**src/design/spq_pkg.sv**
```systemverilog
// Package for the strict-priority task queue: sizes, codes, payload and control types.
`timescale 1ns / 1ps

package spq_pkg;

    // Queue organization.
    localparam int PRIORITY_LEVELS = 4;
    localparam int QUEUE_DEPTH     = 16;
    localparam int TASK_WIDTH      = 32;

    // Derived widths.
    localparam int LVL_W  = (PRIORITY_LEVELS > 1) ? $clog2(PRIORITY_LEVELS) : 1;
    localparam int PTR_W  = (QUEUE_DEPTH > 1) ? $clog2(QUEUE_DEPTH) : 1;
    localparam int CNT_W  = $clog2(QUEUE_DEPTH + 1);
    localparam int SLOTS  = PRIORITY_LEVELS * QUEUE_DEPTH;
    localparam int ADDR_W = $clog2(SLOTS);

    // Operation codes carried in the mode field.
    localparam logic [1:0] MODE_PUSH  = 2'd0;
    localparam logic [1:0] MODE_POP   = 2'd1;
    localparam logic [1:0] MODE_CLEAR = 2'd2;

    // Result status codes.
    localparam logic [1:0] STATUS_OK    = 2'd0;
    localparam logic [1:0] STATUS_EMPTY = 2'd1;
    localparam logic [1:0] STATUS_FULL  = 2'd2;

    // Input transaction payload.
    typedef struct packed {
        logic [1:0]  mode;
        logic [31:0] task_value;
        logic [1:0]  priority_req;
    } spq_in_t;

    // Result transaction payload.
    typedef struct packed {
        logic [31:0] popped_task;
        logic [1:0]  status;
        logic        any_waiting;
        logic [1:0]  best_level;
    } spq_out_t;

    // Controller states.
    typedef enum logic [1:0] {
        ST_IDLE,
        ST_EXEC,
        ST_LOAD
    } spq_state_t;

    // Commands from the controller to the datapath.
    typedef struct packed {
        logic capture;
        logic execute;
        logic load;
    } spq_cmd_t;

    // Status from the datapath to the controller.
    typedef struct packed {
        logic out_stall;
    } spq_stat_t;

endpackage

```
**src/design/strict_priority_task_queue.sv**
```systemverilog
// Top level of the strict-priority task queue.
`timescale 1ns / 1ps

// Strict-priority task queue. Each input transaction pushes a task handle onto the FIFO of
// its priority level, pops the head of the most urgent non-empty FIFO, or clears all FIFOs,
// and produces exactly one result transaction with the popped handle (zero if none), a
// status code (ok, empty on a pop with nothing waiting, full on a dropped push), and the
// waiting flag and most urgent waiting level as they stand after the operation. A request
// level beyond the configured number of levels is treated as the least urgent level, and
// mode code 3 does nothing and reports ok. The block handles one transaction at a time:
// it accepts an input in its idle state, updates the queue pointers and reads or writes
// the task memory in its execute state, and loads the result register in its load state
// before it returns to idle, where it can accept the next input. The result register lets
// the next input be accepted while the previous result still waits to be taken; the queue
// then stalls only at the loading step. After reset all FIFOs are empty and the block is
// ready at once.

module strict_priority_task_queue (
    input  logic              aclk,
    input  logic              aresetn,
    input  logic              s_valid,
    output logic              s_ready,
    input  spq_pkg::spq_in_t  s_data,
    output logic              m_valid,
    input  logic              m_ready,
    output spq_pkg::spq_out_t m_data
);

    // Command and status buses between the controller and the datapath.
    spq_pkg::spq_cmd_t  cmd;
    spq_pkg::spq_stat_t stat;

    // The controller sequences each transaction through capture, execute and load.
    spq_ctrl u_ctrl (
        .aclk    (aclk),
        .aresetn (aresetn),
        .s_valid (s_valid),
        .s_ready (s_ready),
        .cmd     (cmd),
        .stat    (stat)
    );

    // The datapath owns the queue state, the task memory and the result register.
    spq_datapath u_datapath (
        .aclk    (aclk),
        .aresetn (aresetn),
        .cmd     (cmd),
        .stat    (stat),
        .s_data  (s_data),
        .m_valid (m_valid),
        .m_ready (m_ready),
        .m_data  (m_data)
    );

endmodule

```
**src/design/spq_ctrl.sv**
```systemverilog
// Controller state machine of the strict-priority task queue.
`timescale 1ns / 1ps

module spq_ctrl (
    input  logic              aclk,
    input  logic              aresetn,
    input  logic              s_valid,
    output logic              s_ready,
    output spq_pkg::spq_cmd_t cmd,
    input  spq_pkg::spq_stat_t stat
);

    spq_pkg::spq_state_t state_reg;
    spq_pkg::spq_state_t state_next;

    always_ff @(posedge aclk) begin
        if (!aresetn) begin
            state_reg <= spq_pkg::ST_IDLE;
        end else begin
            state_reg <= state_next;
        end
    end

    always_comb begin
        state_next  = state_reg;
        s_ready     = 1'b0;
        cmd.capture = 1'b0;
        cmd.execute = 1'b0;
        cmd.load    = 1'b0;
        case (state_reg)
            spq_pkg::ST_IDLE: begin
                s_ready = 1'b1;
                if (s_valid) begin
                    cmd.capture = 1'b1;
                    state_next  = spq_pkg::ST_EXEC;
                end
            end
            spq_pkg::ST_EXEC: begin
                cmd.execute = 1'b1;
                state_next  = spq_pkg::ST_LOAD;
            end
            spq_pkg::ST_LOAD: begin
                // Hold here until the output register can take the result.
                if (!stat.out_stall) begin
                    cmd.load   = 1'b1;
                    state_next = spq_pkg::ST_IDLE;
                end
            end
            default: begin
                state_next = spq_pkg::ST_IDLE;
            end
        endcase
    end

endmodule

```
**src/design/spq_datapath.sv**
```systemverilog
// Datapath of the strict-priority task queue: pointers, fill counts, task memory, result register.
`timescale 1ns / 1ps

module spq_datapath (
    input  logic               aclk,
    input  logic               aresetn,
    input  spq_pkg::spq_cmd_t  cmd,
    output spq_pkg::spq_stat_t stat,
    input  spq_pkg::spq_in_t   s_data,
    output logic               m_valid,
    input  logic               m_ready,
    output spq_pkg::spq_out_t  m_data
);

    localparam int LEVELS = spq_pkg::PRIORITY_LEVELS;
    localparam int DEPTH  = spq_pkg::QUEUE_DEPTH;

    // Captured input transaction.
    spq_pkg::spq_in_t item_reg;

    // Per-level queue state.
    logic [spq_pkg::PTR_W-1:0] head_reg  [LEVELS];
    logic [spq_pkg::PTR_W-1:0] head_next [LEVELS];
    logic [spq_pkg::PTR_W-1:0] tail_reg  [LEVELS];
    logic [spq_pkg::PTR_W-1:0] tail_next [LEVELS];
    logic [spq_pkg::CNT_W-1:0] cnt_reg   [LEVELS];
    logic [spq_pkg::CNT_W-1:0] cnt_next  [LEVELS];

    // Per-item outcome held until the result is loaded.
    logic [1:0] status_reg;
    logic [1:0] status_next;
    logic       pop_hit_reg;
    logic       pop_hit_next;

    // Task memory with a registered read port.
    logic [spq_pkg::TASK_WIDTH-1:0] task_mem [spq_pkg::SLOTS];
    logic [spq_pkg::TASK_WIDTH-1:0] rd_data_reg;
    logic                           wr_en;
    logic                           rd_en;
    logic [spq_pkg::ADDR_W-1:0]     wr_addr;
    logic [spq_pkg::ADDR_W-1:0]     rd_addr;

    // Result register.
    logic              out_valid_reg;
    spq_pkg::spq_out_t out_data_reg;

    logic [spq_pkg::LVL_W-1:0] lvl;
    logic [spq_pkg::LVL_W-1:0] best;
    logic                      any;

    function automatic logic [spq_pkg::PTR_W-1:0] slot_inc(
        input logic [spq_pkg::PTR_W-1:0] p
    );
        if (p == spq_pkg::PTR_W'(DEPTH - 1)) begin
            return '0;
        end
        return p + 1'b1;
    endfunction

    function automatic logic [spq_pkg::ADDR_W-1:0] slot_addr(
        input logic [spq_pkg::LVL_W-1:0] l,
        input logic [spq_pkg::PTR_W-1:0] p
    );
        return spq_pkg::ADDR_W'(l) * spq_pkg::ADDR_W'(DEPTH) + spq_pkg::ADDR_W'(p);
    endfunction

    // Levels beyond the configured range fall into the least urgent level.
    assign lvl = (int'(item_reg.priority_req) >= LEVELS)
               ? spq_pkg::LVL_W'(LEVELS - 1)
               : spq_pkg::LVL_W'(item_reg.priority_req);

    // Priority encoder: most urgent non-empty level.
    always_comb begin
        any  = 1'b0;
        best = '0;
        for (int i = LEVELS - 1; i >= 0; i--) begin
            if (cnt_reg[i] != '0) begin
                any  = 1'b1;
                best = spq_pkg::LVL_W'(i);
            end
        end
    end

    assign wr_addr = slot_addr(lvl, tail_reg[lvl]);
    assign rd_addr = slot_addr(best, head_reg[best]);

    always_comb begin
        head_next    = head_reg;
        tail_next    = tail_reg;
        cnt_next     = cnt_reg;
        status_next  = status_reg;
        pop_hit_next = pop_hit_reg;
        wr_en        = 1'b0;
        rd_en        = 1'b0;
        if (cmd.execute) begin
            status_next  = spq_pkg::STATUS_OK;
            pop_hit_next = 1'b0;
            case (item_reg.mode)
                spq_pkg::MODE_PUSH: begin
                    if (cnt_reg[lvl] == spq_pkg::CNT_W'(DEPTH)) begin
                        status_next = spq_pkg::STATUS_FULL;
                    end else begin
                        wr_en          = 1'b1;
                        tail_next[lvl] = slot_inc(tail_reg[lvl]);
                        cnt_next[lvl]  = cnt_reg[lvl] + 1'b1;
                    end
                end
                spq_pkg::MODE_POP: begin
                    if (!any) begin
                        status_next = spq_pkg::STATUS_EMPTY;
                    end else begin
                        rd_en          = 1'b1;
                        pop_hit_next   = 1'b1;
                        head_next[best] = slot_inc(head_reg[best]);
                        cnt_next[best]  = cnt_reg[best] - 1'b1;
                    end
                end
                spq_pkg::MODE_CLEAR: begin
                    for (int i = 0; i < LEVELS; i++) begin
                        head_next[i] = '0;
                        tail_next[i] = '0;
                        cnt_next[i]  = '0;
                    end
                end
                default: begin
                end
            endcase
        end
    end

    always_ff @(posedge aclk) begin
        if (!aresetn) begin
            for (int i = 0; i < LEVELS; i++) begin
                head_reg[i] <= '0;
                tail_reg[i] <= '0;
                cnt_reg[i]  <= '0;
            end
            status_reg  <= spq_pkg::STATUS_OK;
            pop_hit_reg <= 1'b0;
        end else begin
            head_reg    <= head_next;
            tail_reg    <= tail_next;
            cnt_reg     <= cnt_next;
            status_reg  <= status_next;
            pop_hit_reg <= pop_hit_next;
        end
    end

    always_ff @(posedge aclk) begin
        if (cmd.capture) begin
            item_reg <= s_data;
        end
    end

    always_ff @(posedge aclk) begin
        if (wr_en) begin
            task_mem[wr_addr] <= spq_pkg::TASK_WIDTH'(item_reg.task_value);
        end
        if (rd_en) begin
            rd_data_reg <= task_mem[rd_addr];
        end
    end

    always_ff @(posedge aclk) begin
        if (!aresetn) begin
            out_valid_reg <= 1'b0;
        end else if (cmd.load) begin
            out_valid_reg <= 1'b1;
        end else if (m_ready) begin
            out_valid_reg <= 1'b0;
        end
    end

    always_ff @(posedge aclk) begin
        if (cmd.load) begin
            out_data_reg.popped_task <= pop_hit_reg ? 32'(rd_data_reg) : '0;
            out_data_reg.status      <= status_reg;
            out_data_reg.any_waiting <= any;
            out_data_reg.best_level  <= 2'(best);
        end
    end

    assign stat.out_stall = out_valid_reg && !m_ready;
    assign m_valid        = out_valid_reg;
    assign m_data         = out_data_reg;

endmodule

```
**config.mk**
```make
export PLATFORM = sky130hd
export DESIGN_NAME = strict_priority_task_queue
export DESIGN_NICKNAME = d
export VERILOG_FILES = /design/src/design/spq_pkg.sv /design/src/design/strict_priority_task_queue.sv /design/src/design/spq_ctrl.sv /design/src/design/spq_datapath.sv
export SDC_FILE = /design/constraint.sdc
export NUM_CORES = 2
export LEC_CHECK = 0
export ABC_CLOCK_PERIOD_IN_PS = 3600
export BUFFER_PORTS_ARGS = -buffer_cell sky130_fd_sc_hd__buf_4
export CORE_MARGIN = 1
export CORE_UTILIZATION = 57
export DETAILED_ROUTE_END_ITERATION = 8
export PLACE_DENSITY_LB_ADDON = 0.05
export REMOVE_ABC_BUFFERS = 1
export SLEW_MARGIN = 20
export SYNTH_ARGS = -nofsm -noshare
export SYNTH_HDL_FRONTEND = slang
export SYNTH_HIERARCHICAL = 1
export SYNTH_SLANG_ARGS = --single-unit
```
**constraint.sdc**
```tcl
create_clock -name aclk -period 3.6 [get_ports aclk]
set_clock_uncertainty 0.2 [all_clocks]
set_input_delay 0.54 -clock aclk [delete_from_list [all_inputs] [get_ports aclk]]
set_output_delay 0.54 -clock aclk [all_outputs]
set_load 0.02 [all_outputs]
```
Yosys cells after proc, flatten, opt, wreduce, memory -nomap -nowiden:

Memories as Yosys holds them, arrays and structs flattened. A register that Yosys moved wholly into a read port is not among the register bits.
Cells that the tools add are included.

* register bits: 131
* RAM bits: 2048
* input bits: 40
* word-level logic and storage cells: 144
* memories kept: 1

* $add $sub $neg: 6
* order comparisons: 4
* equal/unequal tests: 11
* muxes and demuxes: 79
* bitwise operators: 2
* reduce and logical (&&, ||, !) cells: 18

Memories
* u_datapath.task_mem: depth 64, bits a word 32, rd ports 1, clocked after memory_dff 1, wr ports 1, line spq_datapath.sv:36 `logic [spq_pkg::TASK_WIDTH-1:0] task_mem [spq_pkg::SLOTS];`

Operators with widths (count)
* 4-bit 2-to-1 mux: 16
* 16-bit case mux with 2 select lines: 2
* 20-bit case mux with 3 select lines: 1
* 20-bit bitwise mux: 2
* 20-bit 2-to-1 mux: 2
* 16-bit bitwise mux: 2
* 16-bit 2-to-1 mux: 2
* 5-bit 2-to-1 mux: 6
* 1-bit 2-to-1 mux: 29
* 5-bit binary-select mux with 2-bit select: 2
* 5-bit demux with 2-bit select: 2
* 5-bit nonzero test: 4
* 4-bit binary-select mux with 2-bit select: 2
* 4-bit demux with 2-bit select: 2
* 2-bit 2-to-1 mux: 7
* 6-bit by 4-bit adder with 6-bit output: 2
* 4-bit by 1-bit adder with 4-bit output, second input constant: 2
* 4-bit == test, second input constant: 2
* 3-bit greater-or-equal comparator, second input constant: 2
* 3-bit by 1-bit < comparator with 1-bit output, second input constant: 2
* 2-bit inequality test, second input constant: 3
* 2-bit inverter with 3-bit output: 2
* 2-bit case mux with 3 select lines: 1
* 3-bit AND reduction: 2
* 14 further kinds: 21

Depth between registers and ports, before layout:

* depth in word-level cells: 21
* mapped depth: 17
* mapped depth without buffers: 12

Modules after synthesis:

The synthesis kept the hierarchy.

Modules (own cells, without submodules)
* spq_datapath: times used 1, cells an instance 6203, area each 86226.4 sq um
* spq_ctrl: times used 1, cells an instance 10, area each 93.8 sq um

Worst setup path before layout:

Ideal clock, no wire load.

* path type: register to register
* start: register u_datapath.item_reg, in the netlist u_datapath/lvl[0]
* end: memory u_datapath/task_mem[26][0] (netlist name), enable pin
* arrival: 3.150 ns
* slack: -0.171 ns
* cell stages (with the launch flop): 10
* path buffers: 1
* period minus slack after synthesis: 3.771 ns
* cell sequence: edfxtp_1 buf_2 mux4_2 inv_1 ha_1 nand4bb_1 nand3_1 nor2_1 nand2_1 nor2_1

* cells in the longest elaborated chain, start to end: 10

Ends and longest elaborated chain
* start: declaration: line spq_datapath.sv:19 `spq_pkg::spq_in_t item_reg;`
* start signal: assignment: line spq_datapath.sv:151 `item_reg <= s_data;`
* 2-bit inverter with 3-bit output (not written as such): line spq_datapath.sv:84, spq_datapath.sv:100
* 5-bit binary-select mux with 2-bit select: line spq_datapath.sv:100 `if (cnt_reg[lvl] == spq_pkg::CNT_W'(DEPTH)) begin`
* 5-bit 2-to-1 mux (not written as such) (2 in a row): line spq_datapath.sv:100
* 5-bit == test: line spq_datapath.sv:100
* 1-bit 2-to-1 mux: line spq_datapath.sv:100
* 1-bit 2-to-1 mux: line spq_datapath.sv:98 `case (item_reg.mode)`
* 1-bit 2-to-1 mux: line spq_datapath.sv:95 `if (cmd.execute) begin`
* 1-bit 2-to-1 mux: line spq_datapath.sv:156 `if (wr_en) begin`
* 1-bit 2-to-1 mux (not written as such): line spq_datapath.sv:157 `task_mem[wr_addr] <= spq_pkg::TASK_WIDTH'(item_reg.task_value);`
* end: declaration: line spq_datapath.sv:36

Parallel ways exist; a longest one is shown, timed or not. The select of a mux whose other input is x is not followed.

Worst setup path after layout:

* start: register u_datapath/cnt_reg[13] (netlist name)
* end: register u_datapath/rd_data_reg[10] (netlist name), read port of u_datapath.task_mem, data pin

* cells in the longest elaborated chain, start to end: 8

Ends and longest elaborated chain
* start: declaration: line spq_datapath.sv:26 `logic [spq_pkg::CNT_W-1:0] cnt_reg [LEVELS];`
* start signal: assignment: line spq_datapath.sv:143 `cnt_reg <= cnt_next;`
* 5-bit nonzero test (*): line spq_datapath.sv:77 `if (cnt_reg[i] != '0) begin`
* 2-bit 2-to-1 mux (2 in a row): line spq_datapath.sv:77
* 2-bit inverter with 3-bit output (not written as such): line spq_datapath.sv:85 `assign rd_addr = slot_addr(best, head_reg[best]);`
* 4-bit binary-select mux with 2-bit select: line spq_datapath.sv:85
* 4-bit 2-to-1 mux (not written as such) (2 in a row): line spq_datapath.sv:85
* 6-bit by 4-bit adder with 6-bit output: line spq_datapath.sv:64 `return spq_pkg::ADDR_W'(l) * spq_pkg::ADDR_W'(DEPTH) + spq_pkg::ADDR_W'(p);`
* end: declaration: line spq_datapath.sv:37 `logic [spq_pkg::TASK_WIDTH-1:0] rd_data_reg;`

Mark *: on every way between the ends. The rest lies on a longest branch, timed or not. The select of a mux whose other input is x is not followed.
A chain may end at the register's enable or synchronous reset.

==> flow_metrics.py <==
metrics = {
    "place": {
        "dp_hpwl_um": 154000,
        "numPortBuffers": 78,
        "routabilityCongestion": 0.912,
        "dpl_cell_area_um2": 94900,
        "dp_slack_ns": -0.612,
        "dp_cells": 8539,
    },
    "die": {
        "initial_core_util": 0.575,
        "die_area_um2": 153000,
        "num_rows": 142,
        "top_level_ports": 79,
        "die_w_um": 391,
        "die_y_um": 391,
        "coreArea_um2": 150000,
    },
    "global_route": {
        "grt.total_usage": 0.351,
        "grt_overflow": 0,
        "grt_pass1_wl_um": 383000,
        "grt_pass1_vias": 54500,
        "grt_max_degree": 65,
        "antenna_found_initial": 9,
    },
    "worst_setup_path": {
        "crit_fanout": 8,
        "worstPathRequired_ns": 3.95,
        "worst_ep_arrival_time_ns": 4.13,
        "crit_path_end_kind": "flop",
        "crit_type": "reg2reg",
        "cp-start-kind": "flop",
    },
    "logic_synthesis": {
        "ys_types": 79,
        "syn-mean-instance-area_um2": 13.9,
        "syn_area_um2": 86300,
        "synth_flop_cell": "edfxtp_1",
        "ys_seq_area_frac": 0.762,
        "synthTopCellsByCount": "edfxtp_1, nand2_1, a31oi_1",
        "ys_seq_elements": 2211,
        "synth_edf_count": 2153,
        "synthCells": 6213,
        "synthArstFlopShare": 0,
        "yosysWarningCount": 6,
        "synth_top_area_share": 0.749,
        "synth.area.top_cells": "edfxtp_1, nand2_1, a31oi_1",
        "synthMostInstantiatedCell": "edfxtp_1",
        "synth_top_area_cell": "edfxtp_1",
    },
    "run_status": {
        "violations": "negative setup slack",
        "outcome": "finished, violations left",
    },
    "layout": {
        "fin_area_um2": 106000,
        "largest_reg_flops": 2048,
        "fill_cells": 9899,
        "fin_nets": 6984,
        "drive_gt1_frac": 0.200,
        "multi_input_area_um2": 20200,
        "seq_area_um2": 65800,
        "syn_to_final_growth_pct": 22.9,
        "instances_no_fill": 9134,
    },
    "sta": {
        "fin_tns_setup_ns": -1.49,
        "period_needed_ns": 3.77,
        "fin_crit_sh": 1.05,
        "slew_headroom": 0.264,
        "fmax_mhz": 265,
        "setup_violations": 25,
        "slew_violations": 0,
        "setup_ws_ns": -0.172,
        "rsz0062_at_grt": "true",
        "final-hold-violation-count": 0,
        "worst_slew_pin_slew_ns": 1.10,
    },
    "routing": {
        "drc": 0,
        "drt_iter0_drc": 7534,
        "routed_wl_um": 274000,
        "wl_per_cell_um": 30.0,
        "vias_per_cell": 6.36,
        "antenna_left": 0,
        "dr.pass1.iters": 7,
        "vias": 58100,
    },
    "flow_run": {
        "maxCapViolations": 0,
    },
    "pwr": {
        "total_leakage_power_nw": 36.2,
        "cellPowerDensity_nw_per_um2": 543,
        "peakVddDrop_v": 0.000493,
    },
    "clock_network": {
        "clkSinkCount": 2211,
        "clock_path_buffers": 3,
        "cts_buffers": 215,
        "cts_tree": "done",
        "h-tree-depth": 4,
        "clk_pin_slew_ns": 0.06,
        "clk_latency_ns": 0.84,
        "root_buffer": "clkbuf_16",
    },
    "min_path": {
        "hp-class": "in2reg",
    },
}
## critical path, stage by stage, from the launching register on
cell and delay (ns):
dfxtp_4 0.34, or4_4 0.55, nor2_4 0.25, a31oi_4 0.12, o22ai_2 0.18, buf_12 0.14, a2bb2oi_4 0.17, buf_12 0.19
buf_12 0.15, buf_16 0.14, buf_6 0.10, and3_4 0.16, a311oi_2 0.04, a22oi_2 0.56, nand4b_1 0.15
## power breakdown
part           leakage (nW)  switching, W  internal [W]
Clock                  3.40       0.00967        0.0129
Combinational          13.0       0.00411       0.00250
Sequential             19.9     0.0000315        0.0284
Total                  36.2        0.0138        0.0437
## final cells by class
cell class	count	share of cell area
inverter	13	0.000613
multi-input combinational	3597	0.190
clock inverter	115	0.0120
timing repair inverter	2	0.000165
timing repair buffer	895	0.0983
sequential	2211	0.621
antenna	5	0.000118
tap	2016	0.0238
clock buffer	280	0.0540
## layout by cell type, fill, tap and decap left out, types with 19 or more instances in the layout
master            n
o21ai_0          28
nand2_1        1850
a31oi_1         263
nor2b_1          47
buf_4           556
clkbuf_16       234
buf_6            44
nand3_1         264
a311oi_1         28
a32o_1           33
dlygate4sd3_1    41
buf_16           26
nor2_1           44
dfxtp_1          51
and3_1          101
and2_1           37
nand4_1         138
a21oi_1         133
edfxtp_1       2153
clkbuf_1         58
mux2i_1          65
buf_12          184
clkinv_1         39
nor2_4           68
and4_1           45
a32oi_1          71
buf_8            19
bufinv_16        23
a22oi_1          59
clkinv_2         32
## through the flow
| stage | hold slack (ns) | power [W] | utilization |
|---|---|---|---|
| floorplan | 0.208 | 0.0324 | - |
| global placement | 0.217 | 0.0345 | 0.632 |
| detailed placement | 0.220 | 0.0345 | 0.632 |
| CTS | 0.184 | 0.0573 | 0.695 |
| global route | 0.210 | 0.0590 | 0.706 |
| finish | 0.229 | 0.0576 | 0.707 |
## metal layers
metal / vias up / GRT usage / routed length (µm)
met2: 3494 / 0.544 / 127000
met5: - / 0 / 19
met1: 29200 / 0.489 / 104000
met4: 2 / 0.172 / 14500
li1: 24800 / - / -
met3: 635 / 0.0571 / 28600
## worst paths after layout
kind | cells after the start | start | to | slack [ns]
worst max-delay path | 14 | u_datapath/cnt_reg[13]$_SDFFE_PN0P_ | u_datapath/rd_data_reg[10]$_DFFE_PP_ | -0.17
worst min-delay path | 2 | s_data[0] | u_datapath/lvl[0]$_DFFE_PP_ | 0.23
worst max register to register | 14 | u_datapath/cnt_reg[13]$_SDFFE_PN0P_ | u_datapath/rd_data_reg[10]$_DFFE_PP_ | -0.17
worst min register to register | 0 | u_datapath/status_reg[0]$_SDFFE_PN0P_ | u_datapath/m_data[3]$_DFFE_PP_ | 0.24
## timing repair
action                     4_1_cts  5_1_grt
gates cloned                    22       17
pin swaps                       40       60
buffers inserted                73       59
resized for setup              145      191
hold buffers                    41        0
hold endpoints to repair        59        0
setup endpoints to repair       62      178
## kinds of logic (layout without fill, tap and decap cells)
kind of cell | Yosys count | in the layout | share of synthesized area
buffers and inverters | 405 | 1305 | 0.0220
multiplexers | 77 | 77 | 0.0103
adder cells (fa/ha/maj) | 9 | 9 | 0.00130
AND/OR/NAND/NOR | 2691 | 2691 | 0.137
other | 0 | 5 | 0
flip-flops | 2211 | 2211 | 0.762
AO/OA/AOI/OAI | 812 | 812 | 0.0665
XOR/XNOR | 8 | 8 | 0.000812
Power figures use the tool's default switching activity.
